$ cat config.mk
export PLATFORM = sky130hd
export DESIGN_NAME = running_median_filter_top
export DESIGN_NICKNAME = d
export VERILOG_FILES = /design/src/rtl/rmf_pkg.sv /design/src/rtl/rmf_cell.sv /design/src/rtl/running_median_filter_top.sv
export SDC_FILE = /design/constraint.sdc
export NUM_CORES = 1
export LEC_CHECK = 0
export ABC_AREA = 1
export BUFFER_PORTS_ARGS = -buffer_cell sky130_fd_sc_hd__buf_4
export CAP_MARGIN = 20
export CORE_MARGIN = 2
export CORE_UTILIZATION = 49
export DETAILED_ROUTE_END_ITERATION = 10
export GPL_ROUTABILITY_DRIVEN = 1
export HOLD_SLACK_MARGIN = 0.05
export PLACE_DENSITY_LB_ADDON = 0.1
export SLEW_MARGIN = 20
export SYNTH_ARGS = -nofsm -noshare
export SYNTH_HDL_FRONTEND = slang
export SYNTH_SLANG_ARGS = --single-unit
$ cat constraint.sdc
create_clock -name aclk -period 12.54 [get_ports aclk]
set_input_delay 1.254 -clock aclk [delete_from_list [all_inputs] [get_ports aclk]]
set_output_delay 1.254 -clock aclk [all_outputs]
set_load 0.01 [all_outputs]
$ cat src/rtl/rmf_pkg.sv
`timescale 1ns / 1ps

package rmf_pkg;

    // per-cycle commands from the sequencer to every cell of the row
    typedef struct packed {
        logic shift_en;   // take the neighbor's sample, a new item enters at cell 0
        logic clr;        // zero the rank counter before a median pass
        logic cmp_en;     // compare against the broadcast sample this cycle
    } cell_ctrl_t;

endpackage

$ cat src/rtl/rmf_cell.sv
`timescale 1ns / 1ps

module rmf_cell
    import rmf_pkg::*;
#(
    parameter int IDX          = 0,
    parameter int IDX_W        = 4,
    parameter int SAMPLE_WIDTH = 32
) (
    input  logic                    aclk,
    input  cell_ctrl_t              ctrl,
    input  logic [SAMPLE_WIDTH-1:0] shift_in,
    input  logic [SAMPLE_WIDTH-1:0] bcast_val,
    input  logic [IDX_W-1:0]        bcast_idx,
    input  logic [IDX_W-1:0]        hi,
    input  logic [IDX_W-1:0]        tgt,
    output logic [SAMPLE_WIDTH-1:0] sample_out,
    output logic                    hit
);

    localparam logic [IDX_W-1:0] MY_IDX = IDX_W'(IDX);

    logic [SAMPLE_WIDTH-1:0] sample_reg;
    logic [IDX_W-1:0]        rank_reg;
    logic [IDX_W-1:0]        rank_next;
    logic                    in_rng;
    logic                    below;

    assign in_rng = (MY_IDX <= hi);

    // ties are broken by position so the ranks form a permutation
    assign below = ($signed(bcast_val) < $signed(sample_reg)) ||
                   ((bcast_val == sample_reg) && (bcast_idx < MY_IDX));

    always_comb begin
        rank_next = rank_reg;
        if (ctrl.clr) begin
            rank_next = '0;
        end else if (ctrl.cmp_en && in_rng && below) begin
            rank_next = rank_reg + IDX_W'(1);
        end
    end

    always_ff @(posedge aclk) begin
        if (ctrl.shift_en) begin
            sample_reg <= shift_in;
        end
        rank_reg <= rank_next;
    end

    assign sample_out = sample_reg;
    assign hit        = in_rng && (rank_reg == tgt);

endmodule

$ cat src/rtl/running_median_filter_top.sv
`timescale 1ns / 1ps
// channel   | direction | handshake          | payload
// s_        | in        | s_tvalid/s_tready  | s_tdata: sample, s_tlast: last
// m_        | out       | m_tvalid/m_tready  | m_tdata: filtered, m_tlast: last_res
// cfg_      | in        | cfg_valid/cfg_ready| cfg_data: half_window
//
// a computed item goes from its accept through the setup state, the rank-compare states that broadcast
// the window (indices 0 to hi, hi = last window index, at most 2*MAX_HALF) along the cell row, and
// the emit state into the output register; each further flush result repeats setup, rank and emit.
// an item whose window is not yet full gives no result; a last item gives min(h, count-1)+1
// results. aresetn clears control, counts and half_window (to 1).
// the output register holds a result while m_tready is low; the sequencer waits on it.

module running_median_filter_top
    import rmf_pkg::*;
#(
    parameter int MAX_HALF     = 7,
    parameter int SAMPLE_WIDTH = 32
) (
    input  logic                                   aclk,
    input  logic                                   aresetn,
    input  logic                                   s_tvalid,
    output logic                                   s_tready,
    input  logic [((SAMPLE_WIDTH + 7) / 8) * 8-1:0] s_tdata,   // [SAMPLE_WIDTH-1:0] sample, rest zero
    input  logic                                   s_tlast,
    output logic                                   m_tvalid,
    input  logic                                   m_tready,
    output logic [((SAMPLE_WIDTH + 7) / 8) * 8-1:0] m_tdata,   // [SAMPLE_WIDTH-1:0] filtered, rest zero
    output logic                                   m_tlast,
    input  logic                                   cfg_valid,
    output logic                                   cfg_ready,
    input  logic [2:0]                             cfg_data
);

    localparam int DEPTH  = 2 * MAX_HALF + 1;
    localparam int IDX_W  = $clog2(DEPTH);
    localparam int CNT_W  = $clog2(DEPTH + 1);
    localparam int HALF_W = $clog2(MAX_HALF + 1);
    localparam int DATA_W = ((SAMPLE_WIDTH + 7) / 8) * 8;

    localparam logic [1:0] S_IDLE  = 2'd0;
    localparam logic [1:0] S_SETUP = 2'd1;
    localparam logic [1:0] S_RANK  = 2'd2;
    localparam logic [1:0] S_EMIT  = 2'd3;

    logic [1:0]              state_reg, state_next;
    logic [2:0]              half_reg;
    logic [HALF_W-1:0]       act_reg, act_next;
    logic [CNT_W-1:0]        count_reg, count_next;
    logic [HALF_W-1:0]       d_reg, d_next;
    logic [IDX_W-1:0]        j_reg, j_next;
    logic                    last_reg, last_next;
    logic                    m_tvalid_reg;
    logic                    m_tlast_reg;
    logic [SAMPLE_WIDTH-1:0] m_data_reg;

    logic                    accept;
    logic                    out_free;
    logic                    load_out;
    logic [HALF_W-1:0]       act_h;
    logic [HALF_W-1:0]       cfg_half;
    logic [CNT_W-1:0]        cnt_inc;
    logic [IDX_W-1:0]        cnt_m1;
    logic [IDX_W-1:0]        span;
    logic [IDX_W-1:0]        hi;
    logic [IDX_W-1:0]        tgt;
    logic [SAMPLE_WIDTH-1:0] bcast_val;
    logic [SAMPLE_WIDTH-1:0] sel_val;
    cell_ctrl_t              ctrl;

    logic [SAMPLE_WIDTH-1:0] cell_sample [DEPTH];
    logic [DEPTH-1:0]        cell_hit;

    assign cfg_ready = 1'b1;
    assign s_tready  = (state_reg == S_IDLE);
    assign accept    = s_tvalid && s_tready;
    assign out_free  = !m_tvalid_reg || m_tready;
    assign load_out  = (state_reg == S_EMIT) && out_free;

    assign cfg_half = (int'(half_reg) > MAX_HALF) ? HALF_W'(MAX_HALF) : HALF_W'(half_reg);
    // h is latched on the first item of a stream
    assign act_h    = (count_reg == '0) ? cfg_half : act_reg;
    assign cnt_inc  = (int'(count_reg) < DEPTH) ? count_reg + CNT_W'(1) : count_reg;

    // window of center d runs from index 0 (d never exceeds h) to min(d+h, count-1)
    assign cnt_m1 = IDX_W'(count_reg - CNT_W'(1));
    assign span   = IDX_W'(d_reg) + IDX_W'(act_reg);
    assign hi     = (span < cnt_m1) ? span : cnt_m1;
    assign tgt    = (hi >> 1) + IDX_W'(hi[0]);

    assign ctrl.shift_en = accept;
    assign ctrl.clr      = (state_reg == S_SETUP);
    assign ctrl.cmp_en   = (state_reg == S_RANK);

    assign bcast_val = cell_sample[j_reg];

    genvar gi;
    generate
        for (gi = 0; gi < DEPTH; gi++) begin : g_cell
            logic [SAMPLE_WIDTH-1:0] from_left;
            if (gi == 0) begin : g_head
                assign from_left = s_tdata[SAMPLE_WIDTH-1:0];
            end else begin : g_body
                assign from_left = cell_sample[gi-1];
            end
            rmf_cell #(
                .IDX          (gi),
                .IDX_W        (IDX_W),
                .SAMPLE_WIDTH (SAMPLE_WIDTH)
            ) u_cell (
                .aclk       (aclk),
                .ctrl       (ctrl),
                .shift_in   (from_left),
                .bcast_val  (bcast_val),
                .bcast_idx  (j_reg),
                .hi         (hi),
                .tgt        (tgt),
                .sample_out (cell_sample[gi]),
                .hit        (cell_hit[gi])
            );
        end
    endgenerate

    // exactly one in-range cell holds the target rank
    always_comb begin
        sel_val = '0;
        for (int k = 0; k < DEPTH; k++) begin
            if (cell_hit[k]) begin
                sel_val = sel_val | cell_sample[k];
            end
        end
    end

    always_comb begin
        state_next = state_reg;
        act_next   = act_reg;
        count_next = count_reg;
        d_next     = d_reg;
        j_next     = j_reg;
        last_next  = last_reg;
        case (state_reg)
            S_IDLE: begin
                if (accept) begin
                    count_next = cnt_inc;
                    act_next   = act_h;
                    last_next  = s_tlast;
                    if (s_tlast) begin
                        d_next     = (CNT_W'(act_h) > cnt_inc - CNT_W'(1)) ?
                                     HALF_W'(cnt_inc - CNT_W'(1)) : act_h;
                        state_next = S_SETUP;
                    end else if (cnt_inc > CNT_W'(act_h)) begin
                        d_next     = act_h;
                        state_next = S_SETUP;
                    end
                end
            end
            S_SETUP: begin
                j_next     = '0;
                state_next = S_RANK;
            end
            S_RANK: begin
                if (j_reg == hi) begin
                    state_next = S_EMIT;
                end else begin
                    j_next = j_reg + IDX_W'(1);
                end
            end
            S_EMIT: begin
                if (out_free) begin
                    if (last_reg && (d_reg != '0)) begin
                        d_next     = d_reg - HALF_W'(1);
                        state_next = S_SETUP;
                    end else begin
                        if (last_reg) begin
                            count_next = '0;
                        end
                        state_next = S_IDLE;
                    end
                end
            end
            default: begin
                state_next = S_IDLE;
            end
        endcase
    end

    always_ff @(posedge aclk) begin
        if (!aresetn) begin
            state_reg    <= S_IDLE;
            half_reg     <= 3'd1;
            act_reg      <= HALF_W'(1);
            count_reg    <= '0;
            last_reg     <= 1'b0;
            m_tvalid_reg <= 1'b0;
        end else begin
            state_reg <= state_next;
            act_reg   <= act_next;
            count_reg <= count_next;
            last_reg  <= last_next;
            if (cfg_valid && cfg_ready) begin
                half_reg <= cfg_data;
            end
            if (load_out) begin
                m_tvalid_reg <= 1'b1;
            end else if (m_tready) begin
                m_tvalid_reg <= 1'b0;
            end
        end
    end

    always_ff @(posedge aclk) begin
        d_reg <= d_next;
        j_reg <= j_next;
        if (load_out) begin
            m_data_reg  <= sel_val;
            m_tlast_reg <= last_reg && (d_reg == '0);
        end
    end

    assign m_tvalid = m_tvalid_reg;
    assign m_tdata  = DATA_W'(m_data_reg);
    assign m_tlast  = m_tlast_reg;

endmodule

======== Yosys cells after proc, flatten, opt, wreduce, memory -nomap -nowiden ========
Index checks and enable logic that the tools add are counted.
operators by class
  add/sub/neg operators ................... 22
  $lt $le $gt $ge ......................... 50
  equal/unequal tests ..................... 42
  multiplexer cells ....................... 44
  bitwise logic cells ..................... 15
  reduce and logical (&&, ||, !) cells .... 93
operators with widths
  cell                   count
  $mux W32               17
  $eq A32 B32 Y1         15
  $lt A32 B32 Y1         15
  $or A32 B32 Y32        14
  $bmux W32 S4           1
  $add A4 B1 Y4 const B  17
  $eq A4 B4 Y1           16
  $logic_and A1 B1 Y1    64
  $lt A4 B4 Y1 const B   8
  $le A4 B4 Y1 const A   7
  $mux W4                7
  $mux W3                7
  $le A3 B4 Y1 const A   4
  $logic_or A1 B1 Y1     16
  $lt A4 B3 Y1 const B   4
  $pmux W4 S2            2
  $mux W2                5
  $ne A2 B2 Y1 const B   5
  $reduce_and A5 Y1      2
  $le A1 B4 Y1 const A   2
  $le A2 B4 Y1 const A   2
  $lt A4 B1 Y1 const B   2
  $lt A4 B2 Y1 const B   2
  $pmux W2 S4            1
  other kinds (23)       31
storage, ports and cells
  register bits ........................... 594
  input port bits ......................... 41
  output and inout bits ................... 36
  word-level logic and storage cells ...... 306

======== Longest topological paths before layout ========
  depth in word-level cells ............... 35
  depth in mapped cells ................... 27

======== Hierarchy ========
From an unflattened synthesis, not the netlist that was laid out.
unflattened totals
  cell total of the unflattened synthesis .. 4893
  area total of the unflattened synthesis .. 41752.5 um2
modules (own cells, without submodules)
  module                           times used  cells each  area each (um2)
  running_median_filter_top        1           1599        9562.9
  rmf_cell (g_cell[2].u_cell ...)  2           216         2130.8
  rmf_cell (g_cell[1].u_cell)      1           248         2234.6
  rmf_cell (g_cell[13].u_cell)     1           247         2220.9
  rmf_cell (g_cell[8].u_cell)      1           217         2167.1
  rmf_cell (g_cell[14].u_cell)     1           219         2155.8
  rmf_cell (g_cell[11].u_cell)     1           220         2154.6
  rmf_cell (g_cell[3].u_cell)      1           217         2145.8
  rmf_cell (g_cell[6].u_cell)      1           213         2142.1
  rmf_cell (g_cell[5].u_cell)      1           212         2129.5
  rmf_cell (g_cell[7].u_cell)      1           214         2128.3
  rmf_cell (g_cell[4].u_cell)      1           208         2122.0
  rmf_cell (g_cell[10].u_cell)     1           218         2115.8
  rmf_cell (g_cell[12].u_cell)     1           214         2115.8
  rmf_cell (g_cell[0].u_cell)      1           215         2095.8

======== Worst setup path after synthesis ========
OpenSTA, ideal clock, no wires.
  path type ............................... input-to-reg
  start ................................... input port s_tvalid
  end ..................................... register g_cell[0].u_cell.sample_reg[0], enable pin
  setup time .............................. 0.825 ns
  arrival ................................. 10.639 ns
  required time ........................... 11.715 ns
  setup slack ............................. 1.076 ns
  stages .................................. 2
  path through ............................ nand2_1 inv_1
on the way
  word-level cells in the longest chain between the ends .. 1
RTL lines
  element                 line                             RTL
  start: declaration      running_median_filter_top.sv:22  input logic s_tvalid,
  $logic_and A1 B1 Y1     running_median_filter_top.sv:76  assign accept = s_tvalid && s_tready;
  named net accept        running_median_filter_top.sv:57  logic accept;
  end signal: assignment  rmf_cell.sv:46                   sample_reg <= shift_in;
  end: declaration        rmf_cell.sv:23                   logic [SAMPLE_WIDTH-1:0] sample_reg;
The timed path passes the listed nets, and every way through them passes these cells.
A chain may end at the register's enable or synchronous reset.

======== Final worst setup path ========
  start ................................... register j_reg[0]
  end ..................................... register g_cell[3].u_cell.rank_reg[1]
on the way
  word-level cells in the longest chain between the ends .. 8
RTL lines
  element                                                                 line                              RTL
  start: declaration                                                      running_median_filter_top.sv:51   logic [IDX_W-1:0] j_reg, j_next;
  start signal: assignment                                                running_median_filter_top.sv:213  j_reg <= j_next;
  parallel branches: the longest is 6 deep, another holds $lt A32 B32 Y1  n/a
  $logic_or A1 B1 Y1 (*)                                                  rmf_cell.sv:32                    assign below = ($signed(bcast_val) < $signed(sample_reg)) ||
  $logic_and A1 B1 Y1 (*)                                                 rmf_cell.sv:39                    end else if (ctrl.cmp_en && in_rng && below) begin
  end signal: assignment                                                  rmf_cell.sv:48                    rank_reg <= rank_next;
  end: declaration                                                        rmf_cell.sv:24                    logic [IDX_W-1:0] rank_reg;
Mark *: on every way between the ends. The select of a mux whose other input is x is not followed.

==> reports/results.tsv <==
metric	value	unit
die_x	288	µm
cts-buffers-inserted	70	
cp_slowest_stage_delay	970	ps
die_h	288	µm
cts_tree	built	
slew_violations	0	
vias	33800	
synth_cells	4220	
die_area	83000	µm²
setup_viol	0	
cts_resized	0	
largest_register_ffs	480	
hold_viol	0	
reg2reg_to	g_cell[3].u_cell.rank_reg[1]$_SDFFE_PP0P_	
rows	104	
wirelength	144	mm
drive_gt1_frac	0.0677	
yosys.area.top_type	edfxtp_1	
ys_ff_latch	594	
path_depth	15	
initial_core_util	0.493	
crit_path_frequent_cell	nand2_1	
viasPerCell	6.27	
worstMarginPinSlew	1280	ps
root_buffer	clkbuf_16	
core	80200	µm²
grt_max_degree	168	
portBuffers	75	
synth_ff_type	edfxtp_1	
crit_fanout	33	
ys_types	75	
yosysMostFrequentCell	inv_1	
drv_cap	0	
clkTransAtPathRegs	60	ps
ctsHoldBuffers	0	
ys_top_cells_by_area	edfxtp_1 (39%), ha_1 (17%), inv_1 (6.4%), a21oi_1 (5.9%), nand2_1 (4.3%)	
crit_path_end_kind	register	
status	finished clean	
crit_required	13020	ps
dp_hpwl	101	mm
num-fill-cells	7400	
worstSetupPathType	reg -> reg	
pre_cts_ws	6050	ps
crit_start	j_reg[0]$_SDFFCE_PN0P_	
overflow	0	
fin_crit_sh	0.547	
crit_buf_inv	3	
dr.pass1.iters	6	
synth_edf_count	520	
multi_input_area	19200	µm²
crit_chain	buf_4 -> inv_4 -> nand2_1 -> o21ai_0 -> a2111o_1 -> ha_1 -> nand4_1 -> nor4_1 -> inv_1 -> nor4_1 -> nand2_1 -> o31ai_1 -> nand2_1 -> nand2_1 -> a21oi_1	
cp-endpoint	g_cell[3].u_cell.rank_reg[1]$_SDFFE_PP0P_	
synth_fp_nets	4784	
syn_area_per_cell	9.37	µm²
grt_pass1_vias	31100	
synthToLayoutAreaGrowth	9.60	%
grt.total_usage	0.343	
clk_latency	630	ps
cts_sinks	594	
max_freq	146	MHz
slowest_stage	nand2_1	
route.antenna.remaining_nets	0	
place_congestion	0.998	
synthArstFlopShare	0	
clock_path_buffers	3	
hold_class	reg -> reg	
reg2regPathDepth	15	
critPathLaunchType	register	
rsz0062_at_grt	false	
synth_warnings	0	
ff_latch_area	17100	µm²
r2r_slack	5670	ps
worst_slew_margin_rel	0.147	
final_nets	4836	
synth-seq-area-share	0.432	
post-route-drc-count	0	
worstPathArrival	7340	ps
worstReg2RegStart	j_reg[0]$_SDFFCE_PN0P_	
setup_slack	5670	ps
grt_pass1_wl	209	mm
post-cts-setup-buffer-count	0	
path_delay_family	simple AND/OR/NAND/NOR gates	
final_core_util	0.541	
syn_area	39500	µm²
final.min_clock_period	6870	ps
skew	19.9	ps
ios	77	
drtIter0Drc	4862	
antenna_found_initial	2	
synth_top_area_share	0.395	
htreeDepth	3	
fin_tns_setup	0	ps
yosys-top-cells-count	inv_1 (669), ha_1 (522), edfxtp_1 (520)	
wl_per_cell	26.8	µm
-- per-stage QoR --
stage	cells	hold slack, ps	cell area, µm²
final	5388	440	43300
after global routing	5387	450	43300
after CTS	5387	439	43300
after detailed placement	5260	432	41200
after global placement	5260	429	41200
after floorplan	4220	424	39500
-- routing by layer --
| metal | wire, µm | global-route usage | vias up |
|---|---|---|---|
| met5 | 12 | 0 | - |
| met4 | 6530 | 0.142 | 2 |
| met3 | 16900 | 0.0792 | 384 |
| met2 | 60200 | 0.499 | 2020 |
| met1 | 60600 | 0.489 | 16000 |
| li1 | - | - | 15400 |
-- layout make-up --
type | count | area share
inverter | 680 | 0.0592
clock buffer | 91 | 0.0437
multi-input combinational | 2801 | 0.443
tap | 1060 | 0.0306
clock inverter | 36 | 0.00624
antenna | 1 | 0.0000577
timing repair buffer | 125 | 0.0222
sequential | 594 | 0.395
-- logic make-up (layout without fill, tap and decap cells) --
| group | after synthesis | after routing | synth area share |
|---|---|---|---|
| other | 1 | 2 | 0.0000948 |
| buffers and inverters | 825 | 932 | 0.0840 |
| AOI/OAI and AO/OA | 1239 | 1239 | 0.186 |
| DFF | 594 | 594 | 0.432 |
| and+or+nand+nor | 956 | 956 | 0.111 |
| xor gates and xnor gates | 82 | 82 | 0.0208 |
| adders and majority gates | 523 | 523 | 0.166 |
-- layout by cell type, fill, tap and decap left out, types with 47 or more instances in the layout --
cell	Yosys	routed
ha_1	522	522
o21ai_0	280	280
inv_1	669	667
a21oi_1	467	466
nor2_1	153	151
nand3_1	148	148
xor2_1	47	47
nor4_1	51	48
edfxtp_1	520	520
nand2_1	454	453
o22ai_1	214	214
buf_4	16	123
clkbuf_16	0	72
nand4_1	77	77
dfxtp_1	74	74
-- worst min-delay path by stage --
stage | from | end | slack, ps | cells after the start
floorplan | cfg_half[0]$_SDFFE_PN1P_ | cfg_half[0]$_SDFFE_PN1P_ | 420 | 2
global placement | g_cell[13].u_cell.sample_out[13]$_DFFE_PP_ | g_cell[14].u_cell.sample_out[13]$_DFFE_PP_ | 430 | 0
detailed placement | g_cell[9].u_cell.sample_out[18]$_DFFE_PP_ | g_cell[10].u_cell.sample_out[18]$_DFFE_PP_ | 430 | 0
CTS | g_cell[13].u_cell.sample_out[31]$_DFFE_PP_ | g_cell[14].u_cell.sample_out[31]$_DFFE_PP_ | 440 | 0
global route | g_cell[9].u_cell.sample_out[18]$_DFFE_PP_ | g_cell[10].u_cell.sample_out[18]$_DFFE_PP_ | 450 | 0
finish | g_cell[13].u_cell.sample_out[31]$_DFFE_PP_ | g_cell[14].u_cell.sample_out[31]$_DFFE_PP_ | 440 | 0
Power is left out: the tool's default activity adds up to more than one toggle a clock period on the data nets, which glitch-free logic cannot reach.
